[src/hdl/ckso_pkg.sv]
// ----------------------------------------------------------------------------
// ckso_pkg
// Shared constants, codes and types of the color-keyed sprite overlay.
// ----------------------------------------------------------------------------
package ckso_pkg;

  localparam int unsigned SPRITE_WIDTH  = 64;
  localparam int unsigned SPRITE_HEIGHT = 64;

  localparam int unsigned COL_W      = $clog2(SPRITE_WIDTH);
  localparam int unsigned ROW_W      = $clog2(SPRITE_HEIGHT);
  localparam int unsigned PIX_W      = 8;
  localparam int unsigned PLANE_W    = 2;
  localparam int unsigned ADDR_W     = 25;
  localparam int unsigned FW_W       = 13;
  localparam int unsigned POS_W      = 12;
  localparam int unsigned KEY_W      = 8;
  localparam int unsigned CFG_IDX_W  = 3;
  localparam int unsigned CFG_DATA_W = 13;
  localparam int unsigned SUM_W      = POS_W + 1;
  localparam int unsigned PROD_W     = SUM_W + FW_W;

  localparam logic [PLANE_W-1:0] PLANE_Y = 2'd0;
  localparam logic [PLANE_W-1:0] PLANE_U = 2'd1;
  localparam logic [PLANE_W-1:0] PLANE_V = 2'd2;

  localparam logic [CFG_IDX_W-1:0] CFG_FRAME_WIDTH = 3'd0;
  localparam logic [CFG_IDX_W-1:0] CFG_POS_ROW     = 3'd1;
  localparam logic [CFG_IDX_W-1:0] CFG_POS_COL     = 3'd2;
  localparam logic [CFG_IDX_W-1:0] CFG_KEY_LUMA    = 3'd3;
  localparam logic [CFG_IDX_W-1:0] CFG_KEY_CB      = 3'd4;
  localparam logic [CFG_IDX_W-1:0] CFG_KEY_CR      = 3'd5;

  localparam logic [FW_W-1:0]  RST_FRAME_WIDTH = 13'd640;
  localparam logic [POS_W-1:0] RST_POS_ROW     = 12'd0;
  localparam logic [POS_W-1:0] RST_POS_COL     = 12'd0;
  localparam logic [KEY_W-1:0] RST_KEY_LUMA    = 8'd16;
  localparam logic [KEY_W-1:0] RST_KEY_CB      = 8'd128;
  localparam logic [KEY_W-1:0] RST_KEY_CR      = 8'd128;

  localparam logic [COL_W-1:0] LUMA_LAST_COL   = COL_W'(SPRITE_WIDTH - 1);
  localparam logic [ROW_W-1:0] LUMA_LAST_ROW   = ROW_W'(SPRITE_HEIGHT - 1);
  localparam logic [COL_W-1:0] CHROMA_LAST_COL = COL_W'(SPRITE_WIDTH / 2 - 1);
  localparam logic [ROW_W-1:0] CHROMA_LAST_ROW = ROW_W'(SPRITE_HEIGHT / 2 - 1);

  typedef struct packed {
    logic [FW_W-1:0]  frame_width;
    logic [POS_W-1:0] pos_row;
    logic [POS_W-1:0] pos_col;
    logic [KEY_W-1:0] key_luma;
    logic [KEY_W-1:0] key_cb;
    logic [KEY_W-1:0] key_cr;
  } cfg_t;

  typedef struct packed {
    logic [PLANE_W-1:0] plane;
    logic [ROW_W-1:0]   row;
    logic [COL_W-1:0]   col;
  } pos_t;

  typedef struct packed {
    pos_t             pos;
    logic [PIX_W-1:0] pix;
    logic             done;
  } stage_t;

  typedef struct packed {
    logic [PLANE_W-1:0] plane;
    logic [ADDR_W-1:0]  frame_address;
    logic [PIX_W-1:0]   write_data;
    logic               write_enable;
    logic               sprite_done;
  } res_t;

endpackage

[src/hdl/ckso_if.sv]
// ----------------------------------------------------------------------------
// ckso_pix_if / ckso_res_if
// Valid/ready channels for sprite bytes in and frame writes out.
// ----------------------------------------------------------------------------
interface ckso_pix_if;
  import ckso_pkg::*;

  logic             valid;
  logic             ready;
  logic [PIX_W-1:0] pixel_value;

  modport source (output valid, output pixel_value, input ready);
  modport sink   (input valid, input pixel_value, output ready);
endinterface

interface ckso_res_if;
  import ckso_pkg::*;

  logic               valid;
  logic               ready;
  logic [PLANE_W-1:0] plane;
  logic [ADDR_W-1:0]  frame_address;
  logic [PIX_W-1:0]   write_data;
  logic               write_enable;
  logic               sprite_done;

  modport source (
    output valid, output plane, output frame_address, output write_data,
    output write_enable, output sprite_done, input ready
  );
  modport sink (
    input valid, input plane, input frame_address, input write_data,
    input write_enable, input sprite_done, output ready
  );
endinterface

[src/hdl/ckso_cfg_regs.sv]
// ----------------------------------------------------------------------------
// ckso_cfg_regs
// Configuration register file: frame stride, sprite offset and plane keys.
// ----------------------------------------------------------------------------
module ckso_cfg_regs (
  input  logic                           clk_i,
  input  logic                           rst_ni,
  input  logic                           cfg_we_i,
  input  logic [ckso_pkg::CFG_IDX_W-1:0]  cfg_idx_i,
  input  logic [ckso_pkg::CFG_DATA_W-1:0] cfg_data_i,
  output ckso_pkg::cfg_t                 cfg_o
);
  import ckso_pkg::*;

  cfg_t cfg_q;

  always_ff @(posedge clk_i or negedge rst_ni) begin
    if (!rst_ni) begin
      cfg_q.frame_width <= RST_FRAME_WIDTH;
      cfg_q.pos_row     <= RST_POS_ROW;
      cfg_q.pos_col     <= RST_POS_COL;
      cfg_q.key_luma    <= RST_KEY_LUMA;
      cfg_q.key_cb      <= RST_KEY_CB;
      cfg_q.key_cr      <= RST_KEY_CR;
    end else if (cfg_we_i) begin
      case (cfg_idx_i)
        CFG_FRAME_WIDTH: cfg_q.frame_width <= cfg_data_i[FW_W-1:0];
        CFG_POS_ROW:     cfg_q.pos_row     <= cfg_data_i[POS_W-1:0];
        CFG_POS_COL:     cfg_q.pos_col     <= cfg_data_i[POS_W-1:0];
        CFG_KEY_LUMA:    cfg_q.key_luma    <= cfg_data_i[KEY_W-1:0];
        CFG_KEY_CB:      cfg_q.key_cb      <= cfg_data_i[KEY_W-1:0];
        CFG_KEY_CR:      cfg_q.key_cr      <= cfg_data_i[KEY_W-1:0];
        default: ;
      endcase
    end
  end

  assign cfg_o = cfg_q;

endmodule

[src/hdl/ckso_scan.sv]
// ----------------------------------------------------------------------------
// ckso_scan
// Plane/row/column counters walking the sprite in Y, U, V stored order.
// ----------------------------------------------------------------------------
module ckso_scan (
  input  logic           clk_i,
  input  logic           rst_ni,
  input  logic           advance_i,
  output ckso_pkg::pos_t pos_o,
  output logic           last_o
);
  import ckso_pkg::*;

  pos_t pos_q, pos_d;
  logic luma, last_col, last_row;

  assign luma     = (pos_q.plane == PLANE_Y);
  assign last_col = luma ? (pos_q.col == LUMA_LAST_COL) : (pos_q.col == CHROMA_LAST_COL);
  assign last_row = luma ? (pos_q.row == LUMA_LAST_ROW) : (pos_q.row == CHROMA_LAST_ROW);

  always_comb begin
    pos_d = pos_q;
    if (advance_i) begin
      if (last_col) begin
        pos_d.col = '0;
        if (last_row) begin
          pos_d.row   = '0;
          pos_d.plane = (pos_q.plane == PLANE_V) ? PLANE_Y : pos_q.plane + PLANE_W'(1);
        end else begin
          pos_d.row = pos_q.row + ROW_W'(1);
        end
      end else begin
        pos_d.col = pos_q.col + COL_W'(1);
      end
    end
  end

  always_ff @(posedge clk_i or negedge rst_ni) begin
    if (!rst_ni) begin
      pos_q <= '0;
    end else begin
      pos_q <= pos_d;
    end
  end

  assign pos_o  = pos_q;
  assign last_o = (pos_q.plane == PLANE_V) && last_row && last_col;

endmodule

[src/hdl/ckso_addr.sv]
// ----------------------------------------------------------------------------
// ckso_addr
// Frame address and key compare for one registered sprite byte.
// ----------------------------------------------------------------------------
module ckso_addr (
  input  ckso_pkg::cfg_t   cfg_i,
  input  ckso_pkg::stage_t stage_i,
  output ckso_pkg::res_t   res_o
);
  import ckso_pkg::*;

  logic              luma;
  logic [POS_W-1:0]  row_off, col_off;
  logic [SUM_W-1:0]  row_sum, col_sum;
  logic [PROD_W-1:0] prod, prod_adj;
  logic [KEY_W-1:0]  key;

  // chroma uses half offsets and half the luma stride
  assign luma     = (stage_i.pos.plane == PLANE_Y);
  assign row_off  = luma ? cfg_i.pos_row : (cfg_i.pos_row >> 1);
  assign col_off  = luma ? cfg_i.pos_col : (cfg_i.pos_col >> 1);
  assign row_sum  = SUM_W'(stage_i.pos.row) + SUM_W'(row_off);
  assign col_sum  = SUM_W'(stage_i.pos.col) + SUM_W'(col_off);
  assign prod     = PROD_W'(row_sum) * PROD_W'(cfg_i.frame_width);
  assign prod_adj = luma ? prod : (prod >> 1);

  always_comb begin
    case (stage_i.pos.plane)
      PLANE_Y: key = cfg_i.key_luma;
      PLANE_U: key = cfg_i.key_cb;
      default: key = cfg_i.key_cr;
    endcase
  end

  assign res_o.plane         = stage_i.pos.plane;
  assign res_o.frame_address = prod_adj[ADDR_W-1:0] + ADDR_W'(col_sum);
  assign res_o.write_data    = stage_i.pix;
  assign res_o.write_enable  = (stage_i.pix != key);
  assign res_o.sprite_done   = stage_i.done;

endmodule

[src/hdl/color_key_sprite_overlay.sv]
// ----------------------------------------------------------------------------
// color_key_sprite_overlay
// Color-keyed overlay of a planar YUV420 sprite onto a frame.
// ----------------------------------------------------------------------------
// Feed the sprite one byte per beat: Y plane, then U, then V. Each byte gives
// one result beat with the target plane, frame address, the byte and a write
// enable that is low where the byte equals that plane's key. The block takes
// one byte per cycle while the result side is not stalled: an input register
// holding the byte and its scan position, then one stride multiply and address
// add into the result register. sprite_done marks the last V byte; the counters
// then start the next sprite. Write configuration only while the block is idle.
module color_key_sprite_overlay (
  input  logic                           clk_i,
  input  logic                           rst_ni,
  ckso_pix_if.sink                       pixel_i,
  ckso_res_if.source                     result_o,
  input  logic                           cfg_we_i,
  input  logic [ckso_pkg::CFG_IDX_W-1:0]  cfg_idx_i,
  input  logic [ckso_pkg::CFG_DATA_W-1:0] cfg_data_i
);
  import ckso_pkg::*;

  cfg_t   cfg;
  pos_t   pos;
  logic   last;
  logic   in_fire, s1_adv, out_free;
  logic   s1_valid_q, out_valid_q;
  stage_t s1_q;
  res_t   res, res_q;

  ckso_cfg_regs u_cfg (
    .clk_i      (clk_i),
    .rst_ni     (rst_ni),
    .cfg_we_i   (cfg_we_i),
    .cfg_idx_i  (cfg_idx_i),
    .cfg_data_i (cfg_data_i),
    .cfg_o      (cfg)
  );

  ckso_scan u_scan (
    .clk_i     (clk_i),
    .rst_ni    (rst_ni),
    .advance_i (in_fire),
    .pos_o     (pos),
    .last_o    (last)
  );

  ckso_addr u_addr (
    .cfg_i   (cfg),
    .stage_i (s1_q),
    .res_o   (res)
  );

  assign out_free      = !out_valid_q || result_o.ready;
  assign s1_adv        = s1_valid_q && out_free;
  assign pixel_i.ready = !s1_valid_q || out_free;
  assign in_fire       = pixel_i.valid && pixel_i.ready;

  always_ff @(posedge clk_i or negedge rst_ni) begin
    if (!rst_ni) begin
      s1_valid_q  <= 1'b0;
      out_valid_q <= 1'b0;
    end else begin
      if (pixel_i.ready) begin
        s1_valid_q <= pixel_i.valid;
      end
      if (out_free) begin
        out_valid_q <= s1_valid_q;
      end
    end
  end

  always_ff @(posedge clk_i) begin
    if (in_fire) begin
      s1_q.pos  <= pos;
      s1_q.pix  <= pixel_i.pixel_value;
      s1_q.done <= last;
    end
    if (s1_adv) begin
      res_q <= res;
    end
  end

  assign result_o.valid         = out_valid_q;
  assign result_o.plane         = res_q.plane;
  assign result_o.frame_address = res_q.frame_address;
  assign result_o.write_data    = res_q.write_data;
  assign result_o.write_enable  = res_q.write_enable;
  assign result_o.sprite_done   = res_q.sprite_done;

  a_done_on_v: assert property (@(posedge clk_i) disable iff (!rst_ni)
    out_valid_q && res_q.sprite_done |-> res_q.plane == PLANE_V)
    else $error("sprite_done outside the V plane");

  a_luma_key: assert property (@(posedge clk_i) disable iff (!rst_ni)
    out_valid_q && res_q.plane == PLANE_Y
      |-> res_q.write_enable == (res_q.write_data != cfg.key_luma))
    else $error("luma write enable disagrees with key");

  a_plane_hold: assert property (@(posedge clk_i) disable iff (!rst_ni)
    in_fire && !last && pos.plane == PLANE_V |=> pos.plane == PLANE_V)
    else $error("V plane left before its last byte");

  a_done_wraps: assert property (@(posedge clk_i) disable iff (!rst_ni)
    in_fire && last |=> pos == '0)
    else $error("scan did not restart after the last byte");

endmodule
[src/flat_wrapper.sv]
// flat-port wrapper written by rule: the top's interface ports become plain ports
module color_key_sprite_overlay_flat import ckso_pkg::*;
  (clk_i, rst_ni, cfg_we_i, cfg_idx_i, cfg_data_i, pixel_i_valid, pixel_i_pixel_value, pixel_i_ready, result_o_valid, result_o_plane, result_o_frame_address, result_o_write_data, result_o_write_enable, result_o_sprite_done, result_o_ready);
  ckso_pix_if pixel_i_i ();
  ckso_res_if result_o_i ();
  input  logic clk_i;
  input  logic rst_ni;
  input  logic cfg_we_i;
  input  logic [ckso_pkg::CFG_IDX_W-1:0] cfg_idx_i;
  input  logic [ckso_pkg::CFG_DATA_W-1:0] cfg_data_i;
  input wire logic [$bits(pixel_i_i.valid)-1:0] pixel_i_valid;
  input wire logic [$bits(pixel_i_i.pixel_value)-1:0] pixel_i_pixel_value;
  output wire logic [$bits(pixel_i_i.ready)-1:0] pixel_i_ready;
  output wire logic [$bits(result_o_i.valid)-1:0] result_o_valid;
  output wire logic [$bits(result_o_i.plane)-1:0] result_o_plane;
  output wire logic [$bits(result_o_i.frame_address)-1:0] result_o_frame_address;
  output wire logic [$bits(result_o_i.write_data)-1:0] result_o_write_data;
  output wire logic [$bits(result_o_i.write_enable)-1:0] result_o_write_enable;
  output wire logic [$bits(result_o_i.sprite_done)-1:0] result_o_sprite_done;
  input wire logic [$bits(result_o_i.ready)-1:0] result_o_ready;
  assign pixel_i_i.valid = pixel_i_valid;
  assign pixel_i_i.pixel_value = pixel_i_pixel_value;
  assign pixel_i_ready = pixel_i_i.ready;
  assign result_o_valid = result_o_i.valid;
  assign result_o_plane = result_o_i.plane;
  assign result_o_frame_address = result_o_i.frame_address;
  assign result_o_write_data = result_o_i.write_data;
  assign result_o_write_enable = result_o_i.write_enable;
  assign result_o_sprite_done = result_o_i.sprite_done;
  assign result_o_i.ready = result_o_ready;
  color_key_sprite_overlay u_core (.clk_i(clk_i), .rst_ni(rst_ni), .pixel_i(pixel_i_i), .result_o(result_o_i), .cfg_we_i(cfg_we_i), .cfg_idx_i(cfg_idx_i), .cfg_data_i(cfg_data_i));
endmodule
[config.mk]
export PLATFORM = sky130hd
export DESIGN_NAME = color_key_sprite_overlay_flat
export DESIGN_NICKNAME = d
export VERILOG_FILES = /design/src/hdl/ckso_pkg.sv /design/src/hdl/ckso_if.sv /design/src/hdl/ckso_cfg_regs.sv /design/src/hdl/ckso_scan.sv /design/src/hdl/ckso_addr.sv /design/src/hdl/color_key_sprite_overlay.sv /design/src/flat_wrapper.sv
export SDC_FILE = /design/constraint.sdc
export NUM_CORES = 1
export LEC_CHECK = 0
export BUFFER_PORTS_ARGS = -buffer_cell sky130_fd_sc_hd__clkbuf_2
export CORE_MARGIN = 4
export CORE_UTILIZATION = 55
export DETAILED_ROUTE_END_ITERATION = 16
export PLACE_DENSITY = 0.76
export SLEW_MARGIN = 20
export SYNTH_ARGS = -nofsm -noshare
export SYNTH_HDL_FRONTEND = slang
export SYNTH_SLANG_ARGS = --single-unit
[constraint.sdc]
create_clock -name clk_i -period 10.1 [get_ports clk_i]
set_input_delay 0.505 -clock clk_i [delete_from_list [all_inputs] [get_ports clk_i]]
set_output_delay 0.505 -clock clk_i [all_outputs]
set_load 0.03 [all_outputs]
==> results_dict.tcl, run 1 <==
set metrics [dict create \
    crit_path_top_delay_cell "fa_1" \
    holdCritPathClass "input pin to asynchronous set/reset pin" \
    async_reset_ff_share_pct 56.2 \
    end_kind "flop" \
    first_pass_iters 5 \
    drv_cap 0 \
    crit_family "adder cells" \
    timing.hold.ws_ns 0.223 \
    ys.flop_type "dfrtp_1" \
    post_cts_resized 0 \
    rsz0062_at_grt "false" \
    overflow 0 \
    grt_pass1_wl_mm 46.9 \
    synth.area.top_cells "fa_1 20%, dfrtp_1 14%, edfxtp_1 14%" \
    syn_area_per_cell_sq_um 10.1 \
    r2r_cells 38 \
    clock_skew_ns 0.00916 \
    tns_ns 0 \
    synth_nets 1533 \
    synth_warnings 0 \
    drive_above_1_share_pct 16.7 \
    track_usage_pct 22.1 \
    cp_slowest_stage_delay_ns 0.55 \
    cts_tree "built" \
    antenna_found_initial 0 \
    start_kind "flop" \
    reg2reg_slack_ns 0.71 \
    drt_first_iter_violations 539 \
    std_cell_rows 55 \
    path_buf_inv 5 \
    ys_types 82 \
    drcViolationCount 0 \
    diodes 0 \
    synth_edf_count 60 \
    port_buffers 67 \
    period_needed_ns 9.39 \
    post_cts_buffers 0 \
    grt_pass1_vias 9310 \
    yosysSeqAreaShare_pct 29.0 \
    critPathMostFrequentCell "fa_1" \
    maxSlewViolCount 0 \
    holdBufCountCts 0 \
    fin_crit_sh_pct 93.0 \
    core_area_sq_mm 0.0228 \
    ant_nets 0 \
    die_h_um 161 \
    hold_viol_final 0 \
    grt_max_degree 78 \
    preCtsSetupSlack_ns 0.295 \
    setup_violations 0 \
    cts_max_level 4 \
    synth_top_area_cell "fa_1" \
    ys_ff_latch 137 \
    initial_core_util_pct 56.4 \
    final_nets 1585 \
    cts_root_buffer "clkbuf_16" \
    status "completed" \
    synth_area_sq_mm 0.0129 \
    cts_sinks 137 \
    hpwl_mm 20.6 \
    area_growth_pct 10.2 \
    ios 68 \
    vias 9142 \
    fillCellCount 1857 \
    crit_type "flop to flop" \
    slew_headroom_pct 33.2 \
    synth_top_area_share_pct 20.1 \
    required_ns 10.28 \
    synth_common_cells "200 x nand2_1, 162 x inv_1, 129 x fa_1, 97 x ha_1, 95 x and2_1" \
    insertion_delay_ns 0.42 \
    cp.arrival_ns 9.57 \
    yosysMostFrequentCell "nand2_1" \
    wl_per_cell_um 16.6 \
    wirelength_mm 27.4 \
    synthCells 1278 \
    crit-reg2reg-capture "u_core.result_o.frame_address[19]$_DFFE_PP_" \
    worstMarginPinSlew_ns 0.995 \
    die_area_sq_mm 0.0259 \
    path_clk_slew_ns 0.07 \
    worst-path-max-fanout 14 \
    die_x_um 161 \
    gp_congestion 0.869 \
    r2r_start "u_core.s1_q[21]$_DFFE_PP_" \
    cts_buffers 17 \
    viasPerCell 5.52 \
    cts_max_path_buffers 2 \
    finalWorstSetupSlack_ns 0.710 \
    fmax_mhz 106 \
]
## cell usage in the layout (no fill, tap or decap), drive strengths merged, types with 42 or more instances in the layout
cell / instances
nand2: 200
inv: 167
fa: 129
ha: 97
and2: 97
clkbuf: 83
dfrtp: 72
mux2: 63
edfxtp: 60
o21ai: 42
a21oi: 42
## logic make-up after synthesis
logic type | share of synthesized area, %
XOR/XNOR | 4.27
flip-flops | 29.0
adder cells (fa/ha/maj) | 29.5
buffers and inverters | 6.52
multiplexers | 6.70
AO/OA/AOI/OAI | 7.80
AND/OR/NAND/NOR | 16.2
## worst register-to-register path: cells and delay by family, from the launching register on
kind            cells  cell delay, ns
compound gates     13            2.84
simple gates        9            1.35
fa+ha+maj          10            4.09
flops               1            0.38
buf+inv             5            0.40
xor+xnor            1            0.10
## registers in the layout (all words and copies together), names as in the netlist
name and count:
u_core.u_scan.pos_o 14, u_core.result_o.write_data 8, u_core.result_o.valid 1, u_core.u_cfg.cfg_o 61, u_core.s1_q 23, u_core.result_o.write_enable 1, u_core.result_o.frame_address 25, u_core.s1_valid_q 1
u_core.result_o.sprite_done 1, u_core.result_o.plane 2
## worst max path at each step
stage / start / cells past startpoint / endpoint / slack, ns
after floorplan: u_core.s1_q[21]$_DFFE_PP_ / 43 / u_core.result_o.frame_address[19]$_DFFE_PP_ / 0.38
after global placement: u_core.s1_q[21]$_DFFE_PP_ / 38 / u_core.result_o.frame_address[17]$_DFFE_PP_ / 0.60
after detailed placement: u_core.s1_q[21]$_DFFE_PP_ / 38 / u_core.result_o.frame_address[17]$_DFFE_PP_ / 0.30
after CTS: u_core.s1_q[21]$_DFFE_PP_ / 38 / u_core.result_o.frame_address[17]$_DFFE_PP_ / 0.27
after global routing: u_core.s1_q[21]$_DFFE_PP_ / 38 / u_core.result_o.frame_address[17]$_DFFE_PP_ / 0.05
final: u_core.s1_q[21]$_DFFE_PP_ / 38 / u_core.result_o.frame_address[19]$_DFFE_PP_ / 0.71
## per-stage QoR
| step | utilization (%) | instances | cell area [sq um] |
|---|---|---|---|
| after global placement | 59.2 | 1624 | 13500 |
| final | 62.1 | 1656 | 14200 |
| after floorplan | - | 1278 | 12900 |
| after global routing | 62.1 | 1656 | 14200 |
| after CTS | 61.9 | 1656 | 14100 |
| after detailed placement | 59.2 | 1624 | 13500 |
## metal layers
| metal | global-route usage [%] | vias to the layer above | part of all wire, % |
|---|---|---|---|
| met2 | 35.9 | 228 | 48 |
| met5 | 0 | - | 0 |
| met3 | 4.31 | 33 | 5.5 |
| met1 | 31.0 | 4576 | 45 |
| met4 | 5.27 | 0 | 1.4 |
| li1 | - | 4305 | - |
## area by class of cell
class | count | area, sq um | area share, %
timing repair buffer | 83 | 458 | 3.23
tap | 313 | 392 | 2.76
clock inverter | 15 | 201 | 1.42
sequential | 137 | 3730 | 26.3
clock buffer | 17 | 425 | 3.00
multi-input combinational | 929 | 8370 | 59.0
inverter | 162 | 608 | 4.29
Power of run 1 is left out: the tool's default activity adds up to more than one toggle a clock period on the data nets, which glitch-free logic cannot reach.
==> run 2: changes to the inputs <==
--- a/config.mk
+++ b/config.mk
@@ -7,5 +7,5 @@
 export LEC_CHECK = 0
 export BUFFER_PORTS_ARGS = -buffer_cell sky130_fd_sc_hd__clkbuf_2
-export CORE_MARGIN = 4
+export CORE_MARGIN = 1.5
 export CORE_UTILIZATION = 55
 export DETAILED_ROUTE_END_ITERATION = 16
==> constraint.sdc (replaced) <==
create_clock -name clk_i -period 10.1 [get_ports clk_i]
set_input_delay 1.515 -clock clk_i [delete_from_list [all_inputs] [get_ports clk_i]]
set_output_delay 1.515 -clock clk_i [all_outputs]
set_load 0.03 [all_outputs]
==> run 2 against run 1 <==
Net effect: setup slack got worse by 0.0054 ns; via count fell by 0.73%; final cell count barely moved; critical path depth did not move; clock skew rose by 0.0045 ns; final area fell by 0.27%; critical endpoint unchanged; highest routed layer is now met5.
==> results_dict.tcl, run 2 (synthesis gave the netlist of run 1 again) <==
set metrics [dict create \
    die_h_um 156 \
    rsz0062_at_grt "false" \
    ios 68 \
    crit_type "flop to flop" \
    setup_violations 0 \
    layout_common_cells "200 x nand2_1, 161 x inv_1, 129 x fa_1, 97 x ha_1, 94 x and2_1" \
    min_from "u_core.s1_q[0]$_DFFE_PP_" \
    cts_max_level 4 \
    fin_crit_sh_pct 93.0 \
    core_area_sq_mm 0.0228 \
    period_needed_ns 9.40 \
    viasPerCell 5.48 \
    drv_cap 0 \
    die_area_sq_mm 0.0243 \
    path_clk_slew_ns 0.07 \
    drive_above_1_share_pct 16.5 \
    cts_tree "built" \
    wl_per_cell_um 16.3 \
    grt_pass1_wl_mm 45.0 \
    fillCellCount 1830 \
    overflow 0 \
    cts_root_buffer "clkbuf_16" \
    tns_ns 0 \
    start_kind "flop" \
    die_x_um 156 \
    holdCritPathClass "flop to flop" \
    grt_pass1_vias 9179 \
    post_cts_buffers 0 \
    end_kind "flop" \
    initial_core_util_pct 56.5 \
    crit_path_top_delay_cell "fa_1" \
    grt_max_degree 78 \
    diodes 0 \
    drt_first_iter_violations 578 \
    cts_buffers 17 \
    worstMarginPinSlew_ns 1.03 \
    final_common_cell "nand2_1" \
    track_usage_pct 23.6 \
    critPathMostFrequentCell "fa_1" \
    drcViolationCount 0 \
    cts_sinks 137 \
    final_nets 1586 \
    antenna_found_initial 2 \
    startpoint "u_core.s1_q[21]$_DFFE_PP_" \
    port_buffers 67 \
    holdBufCountCts 0 \
    worst-path-max-fanout 14 \
    status "completed" \
    insertion_delay_ns 0.43 \
    gp_congestion 0.876 \
    hpwl_mm 20.5 \
    reg2reg_slack_ns 0.70 \
    cts_max_path_buffers 2 \
    area_growth_pct 9.90 \
    cp.arrival_ns 9.70 \
    largest_register_ffs 61 \
    vias 9075 \
    post_cts_resized 0 \
    r2r_start "u_core.s1_q[21]$_DFFE_PP_" \
    std_cell_rows 55 \
    wirelength_mm 27.0 \
    maxSlewViolCount 0 \
    slew_headroom_pct 31.0 \
    fmax_mhz 106 \
    clock_skew_ns 0.0137 \
    cp_slowest_stage_delay_ns 0.55 \
    first_pass_iters 5 \
    required_ns 10.40 \
    hold_viol_final 0 \
    ant_nets 0 \
]
## run 2: stage by stage
step	setup slack [ns]	std cells	util, %	hold slack, ns	area (sq um)
3_3_place_gp	1.03	1625	59.4	0.403	13500
5_1_grt	0.124	1657	62.1	0.464	14200
6_report	0.704	1657	62.1	0.454	14200
3_5_place_dp	0.790	1625	59.4	0.423	13500
4_1_cts	0.753	1657	62.1	0.456	14200
2_1_floorplan	0.377	1278	-	0.400	12900
## run 2: path summary, 6_finish.rpt
kind,end,cells past startpoint
worst min register to register,u_core.result_o.sprite_done$_DFFE_PP_,0
worst min-delay path,u_core.result_o.sprite_done$_DFFE_PP_,0
min in group asynchronous,u_core.u_cfg.cfg_o[60]$_DFFE_PN0P_,1
max in group asynchronous,u_core.u_cfg.cfg_o[50]$_DFFE_PN0P_,1
worst max register to register,u_core.result_o.frame_address[19]$_DFFE_PP_,38
worst max-delay path,u_core.result_o.frame_address[19]$_DFFE_PP_,38
## run 2: cell type report
class                      count  area, sq um  share of cell area, %
multi-input combinational    929         8330                   58.9
sequential                   137         3730                   26.4
clock buffer                  17          425                   3.01
inverter                     162          608                   4.30
tap                          313          392                   2.77
timing repair buffer          84          465                   3.29
clock inverter                15          196                   1.39
## run 2: per-layer routing
metal	vias up	routed length, um	global-route usage, %
met5	-	13	0
met4	2	369	6.03
met3	36	1500	4.33
met2	235	13000	40.0
met1	4489	12200	31.4
li1	4313	-	-
## run 2: critical path, delay by kind of cell, from the launching register on
family / cells / cell delay (ns)
flip-flops: 1 / 0.38
adder cells (fa/ha/maj): 10 / 4.07
buffers and inverters: 5 / 0.39
XOR/XNOR: 1 / 0.10
AND/OR/NAND/NOR: 9 / 1.62
AO/OA/AOI/OAI: 13 / 2.70
Power of run 2 is left out for the same reason.
